[src/rtl/npdf_pkg.sv]
// Package for the nearest point distance field unit.
// Holds sizes, fixed-point widths, the sequencer state type and the point tables.
// No dependencies.
`default_nettype none
package npdf_pkg;

  localparam int unsigned POINTS    = 16;
  localparam int unsigned FIELD_RES = 64;
  localparam int unsigned GRID_RES  = 4;
  localparam int unsigned ONE_Q16   = 65536;

  localparam int unsigned IDX_W   = $clog2(FIELD_RES);
  localparam int unsigned DCNT_W  = $clog2(IDX_W + 1);
  localparam int unsigned COORD_W = 24;
  localparam int unsigned DIFF_W  = COORD_W + 1;
  localparam int unsigned SQ_W    = 2 * DIFF_W;
  localparam int unsigned ROOT_W  = SQ_W / 2;
  localparam int unsigned NUM_W   = 48;
  localparam int unsigned DIST_W  = 17;
  localparam int unsigned IN_DATA_W  = 208;
  localparam int unsigned OUT_DATA_W = 48;

  localparam logic [DIST_W-1:0] DIST_MAX = '1;

  typedef enum logic [2:0] {
    ST_IDLE,
    ST_SETUP,
    ST_MAP_PREP,
    ST_MAP_DIV,
    ST_PT_SQ,
    ST_PT_ROOT,
    ST_PT_OUT
  } state_t;

  function automatic logic [COORD_W-1:0] corner_pos(input logic [5:0] idx);
    logic [31:0] v;
    v = (32'(idx) * ONE_Q16) / FIELD_RES;
    return COORD_W'(v);
  endfunction

  function automatic logic [COORD_W-1:0] point_x(input logic [5:0] k, input logic mode);
    logic [31:0] kk;
    logic [31:0] c;
    logic [31:0] v;
    kk = 32'(k);
    c  = kk % GRID_RES;
    if (mode) begin
      v = ((2 * c + 1) * ONE_Q16) / (2 * GRID_RES);
    end else begin
      v = (kk * ONE_Q16) / POINTS;
    end
    return COORD_W'(v);
  endfunction

  function automatic logic [COORD_W-1:0] point_y(input logic [5:0] k, input logic mode);
    logic [31:0] kk;
    logic [31:0] r;
    logic [31:0] v;
    logic [15:0] rev;
    kk  = 32'(k);
    r   = kk / GRID_RES;
    rev = '0;
    for (int b = 0; b < 16; b++) begin
      rev[15-b] = kk[b];
    end
    if (mode) begin
      v = ((2 * r + 1) * ONE_Q16) / (2 * GRID_RES);
    end else begin
      v = 32'(rev);
    end
    return COORD_W'(v);
  endfunction

endpackage
`default_nettype wire

[src/rtl/npdf_isqrt.sv]
// Iterative integer square root, two radicand bits per cycle.
// Depends on npdf_pkg for the radicand and root widths.
`default_nettype none
module npdf_isqrt (
  input  wire logic                       clk,
  input  wire logic                       rst_n,
  input  wire logic                       start,
  input  wire logic [npdf_pkg::SQ_W-1:0]  value,
  output logic                            done,
  output logic [npdf_pkg::ROOT_W-1:0]     root
);
  import npdf_pkg::*;

  logic [SQ_W-1:0] v_r, v_nxt;
  logic [SQ_W-1:0] res_r, res_nxt;
  logic [SQ_W-1:0] bit_r, bit_nxt;
  logic            busy_r, busy_nxt;
  logic            done_r, done_nxt;
  logic [SQ_W-1:0] trial;

  always_comb begin
    v_nxt    = v_r;
    res_nxt  = res_r;
    bit_nxt  = bit_r;
    busy_nxt = busy_r;
    done_nxt = 1'b0;
    trial    = res_r + bit_r;
    if (start) begin
      v_nxt    = value;
      res_nxt  = '0;
      bit_nxt  = SQ_W'(1) << (SQ_W - 2);
      busy_nxt = 1'b1;
    end else if (busy_r) begin
      if (v_r >= trial) begin
        v_nxt   = v_r - trial;
        res_nxt = (res_r >> 1) + bit_r;
      end else begin
        res_nxt = res_r >> 1;
      end
      bit_nxt = bit_r >> 2;
      if (bit_r[0]) begin
        busy_nxt = 1'b0;
        done_nxt = 1'b1;
      end
    end
  end

  always_ff @(posedge clk) begin
    v_r   <= v_nxt;
    res_r <= res_nxt;
    bit_r <= bit_nxt;
    if (!rst_n) begin
      busy_r <= 1'b0;
      done_r <= 1'b0;
    end else begin
      busy_r <= busy_nxt;
      done_r <= done_nxt;
    end
  end

  assign done = done_r;
  assign root = res_r[ROOT_W-1:0];

endmodule
`default_nettype wire

[src/rtl/nearest_point_distance_field_unit.sv]
// Top level of the nearest point distance field unit.
// Depends on npdf_pkg and npdf_isqrt.
//
// Usage: an item arrives on the in_ stream; in_tuser is the opcode. Opcode 0
// names the field cell directly, opcode 1 maps a position inside a box to a
// cell. For every feature point, in index order, one transfer leaves on the
// out_ stream with the distance from the cell corner to that point; tlast
// marks the final one, which also carries the index of the nearest point.
// out_tuser flags a box of non-positive width or height.
// Timing: an item passes the setup state, for opcode 1 then cell mapping on a
// shared six-step divider, then per point a square state, the shared square
// root unit and an output state that waits until the transfer is taken.
// in_tready is high only while the unit is idle. When the receiver stalls,
// the sequencer holds the pending result until it is taken.
// Reset clears the sequencer, the output valid and the pattern mode register.
`default_nettype none
module nearest_point_distance_field_unit (
  input  wire logic                             clk,
  input  wire logic                             rst_n,
  input  wire logic                             in_tvalid,
  output logic                                  in_tready,
  // cell_col, cell_row, pos_x, pos_y, box_min_x, box_min_y, box_max_x, box_max_y
  input  wire logic [npdf_pkg::IN_DATA_W-1:0]   in_tdata,
  // opcode
  input  wire logic                             in_tuser,
  output logic                                  out_tvalid,
  input  wire logic                             out_tready,
  // point_index, distance, nearest_index, out_col, out_row
  output logic [npdf_pkg::OUT_DATA_W-1:0]       out_tdata,
  output logic                                  out_tlast,
  // bad_box
  output logic                                  out_tuser,
  input  wire logic                             cfg_psel,
  input  wire logic                             cfg_penable,
  input  wire logic                             cfg_pwrite,
  input  wire logic [2:0]                       cfg_paddr,
  input  wire logic [31:0]                      cfg_pwdata,
  output logic [31:0]                           cfg_prdata,
  output logic                                  cfg_pready
);
  import npdf_pkg::*;

  state_t state_r, state_nxt;
  logic   mode_r;

  logic               op_r, op_nxt;
  logic [5:0]         ccol_r, ccol_nxt, crow_r, crow_nxt;
  logic signed [31:0] posx_r, posx_nxt, posy_r, posy_nxt;
  logic signed [31:0] minx_r, minx_nxt, miny_r, miny_nxt;
  logic signed [31:0] maxx_r, maxx_nxt, maxy_r, maxy_nxt;
  logic signed [32:0] diffx_r, diffx_nxt, diffy_r, diffy_nxt;
  logic signed [32:0] sizex_r, sizex_nxt, sizey_r, sizey_nxt;
  logic               bad_r, bad_nxt;
  logic               ax_r, ax_nxt;
  logic [5:0]         col_r, col_nxt, row_r, row_nxt;
  logic [NUM_W-1:0]   rem_r, rem_nxt, dsh_r, dsh_nxt;
  logic [IDX_W-1:0]   quo_r, quo_nxt;
  logic [DCNT_W-1:0]  dcnt_r, dcnt_nxt;
  logic [5:0]         k_r, k_nxt;
  logic [SQ_W-1:0]    best_r, best_nxt;
  logic [5:0]         near_r, near_nxt;
  logic               ovalid_r, ovalid_nxt;
  logic [5:0]         opi_r, opi_nxt, onear_r, onear_nxt;
  logic [DIST_W-1:0]  odist_r, odist_nxt;
  logic               olast_r, olast_nxt;

  logic signed [32:0]       sdiff, ssize;
  logic signed [NUM_W-1:0]  num, ntop;
  logic                     ge;
  logic [5:0]               map_val;
  logic                     map_done;
  logic [COORD_W-1:0]       px, py, cx, cy;
  logic signed [DIFF_W-1:0] dx, dy;
  logic signed [SQ_W-1:0]   sqx, sqy;
  logic [SQ_W-1:0]          sq;
  logic                     root_start, root_done;
  logic [ROOT_W-1:0]        root;
  logic                     is_last;
  logic                     cfg_wr;

  assign cfg_pready = 1'b1;
  assign cfg_wr     = cfg_psel & cfg_penable & cfg_pwrite & cfg_pready;
  assign cfg_prdata = cfg_paddr[2] ? 32'd0 : {31'd0, mode_r};

  assign in_tready  = (state_r == ST_IDLE);
  assign out_tvalid = ovalid_r;
  assign out_tdata  = {7'd0, row_r, col_r, onear_r, odist_r, opi_r};
  assign out_tlast  = olast_r;
  assign out_tuser  = bad_r;

  assign is_last = (k_r == 6'(POINTS - 1));

  assign px  = point_x(k_r, mode_r);
  assign py  = point_y(k_r, mode_r);
  assign cx  = corner_pos(col_r);
  assign cy  = corner_pos(row_r);
  assign dx  = $signed({1'b0, cx}) - $signed({1'b0, px});
  assign dy  = $signed({1'b0, cy}) - $signed({1'b0, py});
  assign sqx = dx * dx;
  assign sqy = dy * dy;
  assign sq  = SQ_W'(sqx) + SQ_W'(sqy);
  assign root_start = (state_r == ST_PT_SQ);

  npdf_isqrt u_isqrt (
    .clk   (clk),
    .rst_n (rst_n),
    .start (root_start),
    .value (sq),
    .done  (root_done),
    .root  (root)
  );

  assign sdiff = ax_r ? diffy_r : diffx_r;
  assign ssize = ax_r ? sizey_r : sizex_r;
  assign num   = NUM_W'(sdiff) * $signed(NUM_W'(FIELD_RES));
  assign ntop  = NUM_W'(ssize) * $signed(NUM_W'(FIELD_RES - 1));
  assign ge    = (rem_r >= dsh_r);

  always_comb begin
    state_nxt  = state_r;
    op_nxt     = op_r;
    ccol_nxt   = ccol_r;
    crow_nxt   = crow_r;
    posx_nxt   = posx_r;
    posy_nxt   = posy_r;
    minx_nxt   = minx_r;
    miny_nxt   = miny_r;
    maxx_nxt   = maxx_r;
    maxy_nxt   = maxy_r;
    diffx_nxt  = diffx_r;
    diffy_nxt  = diffy_r;
    sizex_nxt  = sizex_r;
    sizey_nxt  = sizey_r;
    bad_nxt    = bad_r;
    ax_nxt     = ax_r;
    col_nxt    = col_r;
    row_nxt    = row_r;
    rem_nxt    = rem_r;
    dsh_nxt    = dsh_r;
    quo_nxt    = quo_r;
    dcnt_nxt   = dcnt_r;
    k_nxt      = k_r;
    best_nxt   = best_r;
    near_nxt   = near_r;
    ovalid_nxt = ovalid_r;
    opi_nxt    = opi_r;
    odist_nxt  = odist_r;
    onear_nxt  = onear_r;
    olast_nxt  = olast_r;
    map_val    = '0;
    map_done   = 1'b0;

    unique case (state_r)
      ST_IDLE: begin
        if (in_tvalid) begin
          op_nxt    = in_tuser;
          ccol_nxt  = in_tdata[5:0];
          crow_nxt  = in_tdata[11:6];
          posx_nxt  = in_tdata[43:12];
          posy_nxt  = in_tdata[75:44];
          minx_nxt  = in_tdata[107:76];
          miny_nxt  = in_tdata[139:108];
          maxx_nxt  = in_tdata[171:140];
          maxy_nxt  = in_tdata[203:172];
          state_nxt = ST_SETUP;
        end
      end
      ST_SETUP: begin
        diffx_nxt = 33'(posx_r) - 33'(minx_r);
        diffy_nxt = 33'(posy_r) - 33'(miny_r);
        sizex_nxt = 33'(maxx_r) - 33'(minx_r);
        sizey_nxt = 33'(maxy_r) - 33'(miny_r);
        bad_nxt   = op_r & ((sizex_nxt <= 0) | (sizey_nxt <= 0));
        k_nxt     = '0;
        ax_nxt    = 1'b0;
        if (!op_r) begin
          col_nxt   = (ccol_r > 6'(FIELD_RES - 1)) ? 6'(FIELD_RES - 1) : ccol_r;
          row_nxt   = (crow_r > 6'(FIELD_RES - 1)) ? 6'(FIELD_RES - 1) : crow_r;
          state_nxt = ST_PT_SQ;
        end else if (bad_nxt) begin
          col_nxt   = '0;
          row_nxt   = '0;
          state_nxt = ST_PT_SQ;
        end else begin
          state_nxt = ST_MAP_PREP;
        end
      end
      ST_MAP_PREP: begin
        if (num < 0) begin
          map_val  = '0;
          map_done = 1'b1;
        end else if (num >= ntop) begin
          map_val  = 6'(FIELD_RES - 1);
          map_done = 1'b1;
        end else begin
          rem_nxt   = NUM_W'(2 * num + NUM_W'(ssize));
          dsh_nxt   = NUM_W'(2 * NUM_W'(ssize)) << (IDX_W - 1);
          quo_nxt   = '0;
          dcnt_nxt  = '0;
          state_nxt = ST_MAP_DIV;
        end
      end
      ST_MAP_DIV: begin
        if (ge) begin
          rem_nxt = rem_r - dsh_r;
        end
        quo_nxt  = IDX_W'({quo_r, ge});
        dsh_nxt  = dsh_r >> 1;
        dcnt_nxt = dcnt_r + 1'b1;
        if (dcnt_r == DCNT_W'(IDX_W - 1)) begin
          map_val  = 6'(quo_nxt);
          map_done = 1'b1;
        end
      end
      ST_PT_SQ: begin
        if ((k_r == '0) || (sq < best_r)) begin
          best_nxt = sq;
          near_nxt = k_r;
        end
        state_nxt = ST_PT_ROOT;
      end
      ST_PT_ROOT: begin
        if (root_done) begin
          opi_nxt    = k_r;
          odist_nxt  = (root > ROOT_W'(DIST_MAX)) ? DIST_MAX : root[DIST_W-1:0];
          onear_nxt  = is_last ? near_r : 6'd0;
          olast_nxt  = is_last;
          ovalid_nxt = 1'b1;
          state_nxt  = ST_PT_OUT;
        end
      end
      ST_PT_OUT: begin
        if (out_tready) begin
          ovalid_nxt = 1'b0;
          if (is_last) begin
            state_nxt = ST_IDLE;
          end else begin
            k_nxt     = k_r + 1'b1;
            state_nxt = ST_PT_SQ;
          end
        end
      end
      default: begin
        state_nxt = ST_IDLE;
      end
    endcase

    if (map_done) begin
      if (!ax_r) begin
        col_nxt   = map_val;
        ax_nxt    = 1'b1;
        state_nxt = ST_MAP_PREP;
      end else begin
        row_nxt   = map_val;
        state_nxt = ST_PT_SQ;
      end
    end
  end

  always_ff @(posedge clk) begin
    op_r    <= op_nxt;
    ccol_r  <= ccol_nxt;
    crow_r  <= crow_nxt;
    posx_r  <= posx_nxt;
    posy_r  <= posy_nxt;
    minx_r  <= minx_nxt;
    miny_r  <= miny_nxt;
    maxx_r  <= maxx_nxt;
    maxy_r  <= maxy_nxt;
    diffx_r <= diffx_nxt;
    diffy_r <= diffy_nxt;
    sizex_r <= sizex_nxt;
    sizey_r <= sizey_nxt;
    bad_r   <= bad_nxt;
    ax_r    <= ax_nxt;
    col_r   <= col_nxt;
    row_r   <= row_nxt;
    rem_r   <= rem_nxt;
    dsh_r   <= dsh_nxt;
    quo_r   <= quo_nxt;
    dcnt_r  <= dcnt_nxt;
    k_r     <= k_nxt;
    best_r  <= best_nxt;
    near_r  <= near_nxt;
    opi_r   <= opi_nxt;
    odist_r <= odist_nxt;
    onear_r <= onear_nxt;
    olast_r <= olast_nxt;
    if (!rst_n) begin
      state_r  <= ST_IDLE;
      ovalid_r <= 1'b0;
      mode_r   <= 1'b0;
    end else begin
      state_r  <= state_nxt;
      ovalid_r <= ovalid_nxt;
      if (cfg_wr && !cfg_paddr[2]) begin
        mode_r <= cfg_pwdata[0];
      end
    end
  end

endmodule
`default_nettype wire
[config.mk]
export PLATFORM = sky130hd
export DESIGN_NAME = nearest_point_distance_field_unit
export DESIGN_NICKNAME = d
export VERILOG_FILES = /design/src/rtl/npdf_pkg.sv /design/src/rtl/npdf_isqrt.sv /design/src/rtl/nearest_point_distance_field_unit.sv
export SDC_FILE = /design/constraint.sdc
export NUM_CORES = 2
export LEC_CHECK = 0
export BUFFER_PORTS_ARGS = -buffer_cell sky130_fd_sc_hd__buf_4
export CAP_MARGIN = 40
export CORE_MARGIN = 8
export CORE_UTILIZATION = 45
export CTS_CLUSTER_SIZE = 16
export DETAILED_ROUTE_END_ITERATION = 16
export PLACE_DENSITY = 0.58
export SETUP_SLACK_MARGIN = 0.05
export SYNTH_ARGS = -nofsm -noshare
export SYNTH_HDL_FRONTEND = slang
export SYNTH_SLANG_ARGS = --single-unit
[constraint.sdc]
create_clock -name clk -period 16.8 [get_ports clk]
set_input_delay 2.52 -clock clk [delete_from_list [all_inputs] [get_ports clk]]
set_output_delay 2.52 -clock clk [all_outputs]
set_load 0.05 [all_outputs]
==> out/qor.csv <==
stage;metric;value;unit
route;Iteration-0 DRC Markers;2936;
synth;async set or reset register ratio after synthesis;0;%
grt;grt ovf;0;
route;post-DR wirelength/cell;18.8;um
die;core area;131000;um^2
worst_setup_path;Critical Path Sink Type;flop;
grt;first-pass GRT wire length;239;mm
synth;yosys warns;0;
worst_setup_path;WP data arrival;15380;ps
sta;Max Fclk;66.3;MHz
route;via/cell ratio;5.37;
route;routed via count;43000;
cts;PostCTS Resize Cnt;0;
synth;sequential area share after synthesis;31.8;%
grt;vias in the first global route;43300;
synth;Synth Area per Inst;10.0;um^2
worst_setup_path;Crit Path Class;flop to flop;
sta;setup ws final;1720;ps
job;Max-Cap Viols;0;
finish;area of the multi-input gates;36900;um^2
route;Pre-antenna DRT Iters;8;
grt;initial antenna violation count;15;
cts;Sink Count;659;
sta;WHS;474;ps
cts;cts bufs inserted;79;
worst_setup_path;CP peak stage delay;690;ps
die;Die H;379;um
cts;Reg clk slew, reported paths;60;ps
sta;TNS Setup;0;ps
grt;gr usage total;20.8;%
die;Cell Rows;133;
finish;Syn-to-layout area delta;11.5;%
cts;Longest Clk Path Bufs;3;
finish;share of cells above drive strength 1;8.67;%
synth;#FFs+latches synth;659;
synth;top_reg_cell synth;edfxtp_1;
finish;Layout fillers;12100;
place;post-DP HPWL;122;mm
die;Initial Util;45.2;%
sta;Period minus WS final;15080;ps
worst_setup_path;Critical-path top delay cell;dfxtp_1;
sta;Slew Limit Fails;0;
cts;CTS Root Cell;clkbuf_16;
route;post-route ant nets;0;
finish;post-layout util;50.4;%
finish;register cell area after layout;18800;um^2
synth;area of the mapped netlist;59200;um^2
die;IO Pins;336;
synth;Distinct cells, synth;90;
synth;Gate Count Post-Synth;5902;
cts;Worst-Skew Late Latency;700;ps
sta;final hold viol count;0;
finish;Final nets;7517;
route;DRC Markers;0;
place;pre-CTS setup slack;1790;ps
outcome;outcome;complete, no violations;
cts;total number of H-tree levels;3;
sta;Worst-Margin Slew;941;ps
grt;largest net degree at the start of global routing;81;
sta;period utilization;89.8;%
sta;Rel. slew slack;37.3;%
sta;Worst Skew;42.7;ps
place;GPL Wtd Cong;0.906;
place;Port Buffers;259;
sta;unrepaired setup endpoints after global routing;no;
die;die area;144000;um^2
sta;# setup viols final;0;
cts;Post-CTS Hold Fix Bufs;0;
worst_setup_path;startpoint types;flop;
worst_hold_path;Min-Delay Path Class;flop to flop;
synth;EDFF count, synth;564;
worst_setup_path;Critical Path RT;17100;ps
route;Post-Route WL;151;mm
worst_setup_path;Crit Path Max Fanout;36;
cts;postcts setup bufs;0;
die;die extent in x;379;um
cts;TritonCTS clock tree;done;
cell usage after synthesis, types with 87 or more instances:
master / count / area [um^2]
fa_1: 443 / 8870
xor2_1: 153 / 1340
xnor2_1: 260 / 2280
a21o_1: 153 / 1150
nand3_1: 87 / 435
dfxtp_1: 95 / 1900
edfxtp_1: 564 / 16900
nor2_1: 436 / 1640
a21oi_1: 386 / 1930
o21ai_0: 243 / 1220
clkbuf_1: 117 / 439
inv_1: 790 / 2970
ha_1: 656 / 8210
nand2_1: 336 / 1260
per-stage QoR:
| step | instances | area [um^2] |
|---|---|---|
| finish | 7993 | 66000 |
| global route | 7992 | 66000 |
| CTS | 7983 | 66000 |
| detailed placement | 7840 | 63300 |
| global placement | 7816 | 63100 |
| floorplan | 5942 | 59400 |
flip-flops by register name, indices dropped and copies added, names as in the netlist, 25 cells and up:
register / flops
u_isqrt.res_r: 50
u_isqrt.v_r: 50
dsh_r: 48
rem_r: 48
diffx_r: 33
diffy_r: 33
sizex_r: 33
sizey_r: 33
maxx_r: 32
maxy_r: 32
minx_r: 32
miny_r: 32
posx_r: 32
posy_r: 32
best_r: 30
u_isqrt.bit_r: 25
metal layers:
metal	vias to the layer above	wire (um)	track usage (%)
met5	-	0	0
met4	0	3710	5.91
met3	178	8250	3.35
met2	983	63300	31.0
met1	20700	75300	31.3
li1	21100	-	-
critical path: cells and delay by family, from the launching register on:
| kind | cells | cell delay, ps |
|---|---|---|
| flip-flops | 1 | 690 |
| AO/OA/AOI/OAI | 19 | 4810 |
| XOR/XNOR | 2 | 500 |
| buffers and inverters | 8 | 1360 |
| adder cells (fa/ha/maj) | 14 | 5570 |
| AND/OR/NAND/NOR | 9 | 1740 |
cell type report:
| class | instances | area share [%] |
|---|---|---|
| sequential | 659 | 28.5 |
| timing repair buffer | 313 | 3.62 |
| antenna | 9 | 0.0341 |
| inverter | 792 | 4.50 |
| clock inverter | 45 | 0.856 |
| clock buffer | 98 | 3.30 |
| tap | 1755 | 3.32 |
| multi-input combinational | 4322 | 55.8 |
layout by cell type, fill, tap and decap left out, types with 78 or more instances in the layout:
cell	n
a21o_1	153
nand2b_1	82
ha_1	656
nand3_1	86
nor3_1	81
xnor2_1	260
xor2_1	153
buf_4	306
fa_1	443
edfxtp_1	564
inv_1	789
clkbuf_16	83
o21ai_0	242
a21oi_1	386
nand2_1	336
o21a_1	78
dfxtp_1	93
nor2_1	433
worst paths after layout:
path	start	to	slack, ps	cells past startpoint
setup reg to reg	mode_r	best_r[35]	1720	52
hold reg to reg	crow_r[2]	row_r[2]	470	2
hold / removal	crow_r[2]	row_r[2]	470	2
setup / recovery	mode_r	best_r[35]	1720	52
cells by family after synthesis:
family                     after synthesis  share of synthesized area, %
xor gates and xnor gates               413                          6.11
buffers and inverters                  961                          6.35
DFF                                    659                          31.8
other                                    2                        0.0127
muxes                                  112                          1.97
adders and majority gates             1100                          28.8
and+or+nand+nor                       1339                          10.7
AOI/OAI and AO/OA                     1316                          14.2
Power is not shown: default switching activity piles up to over one toggle a cycle in this logic, so the estimate is an artifact.
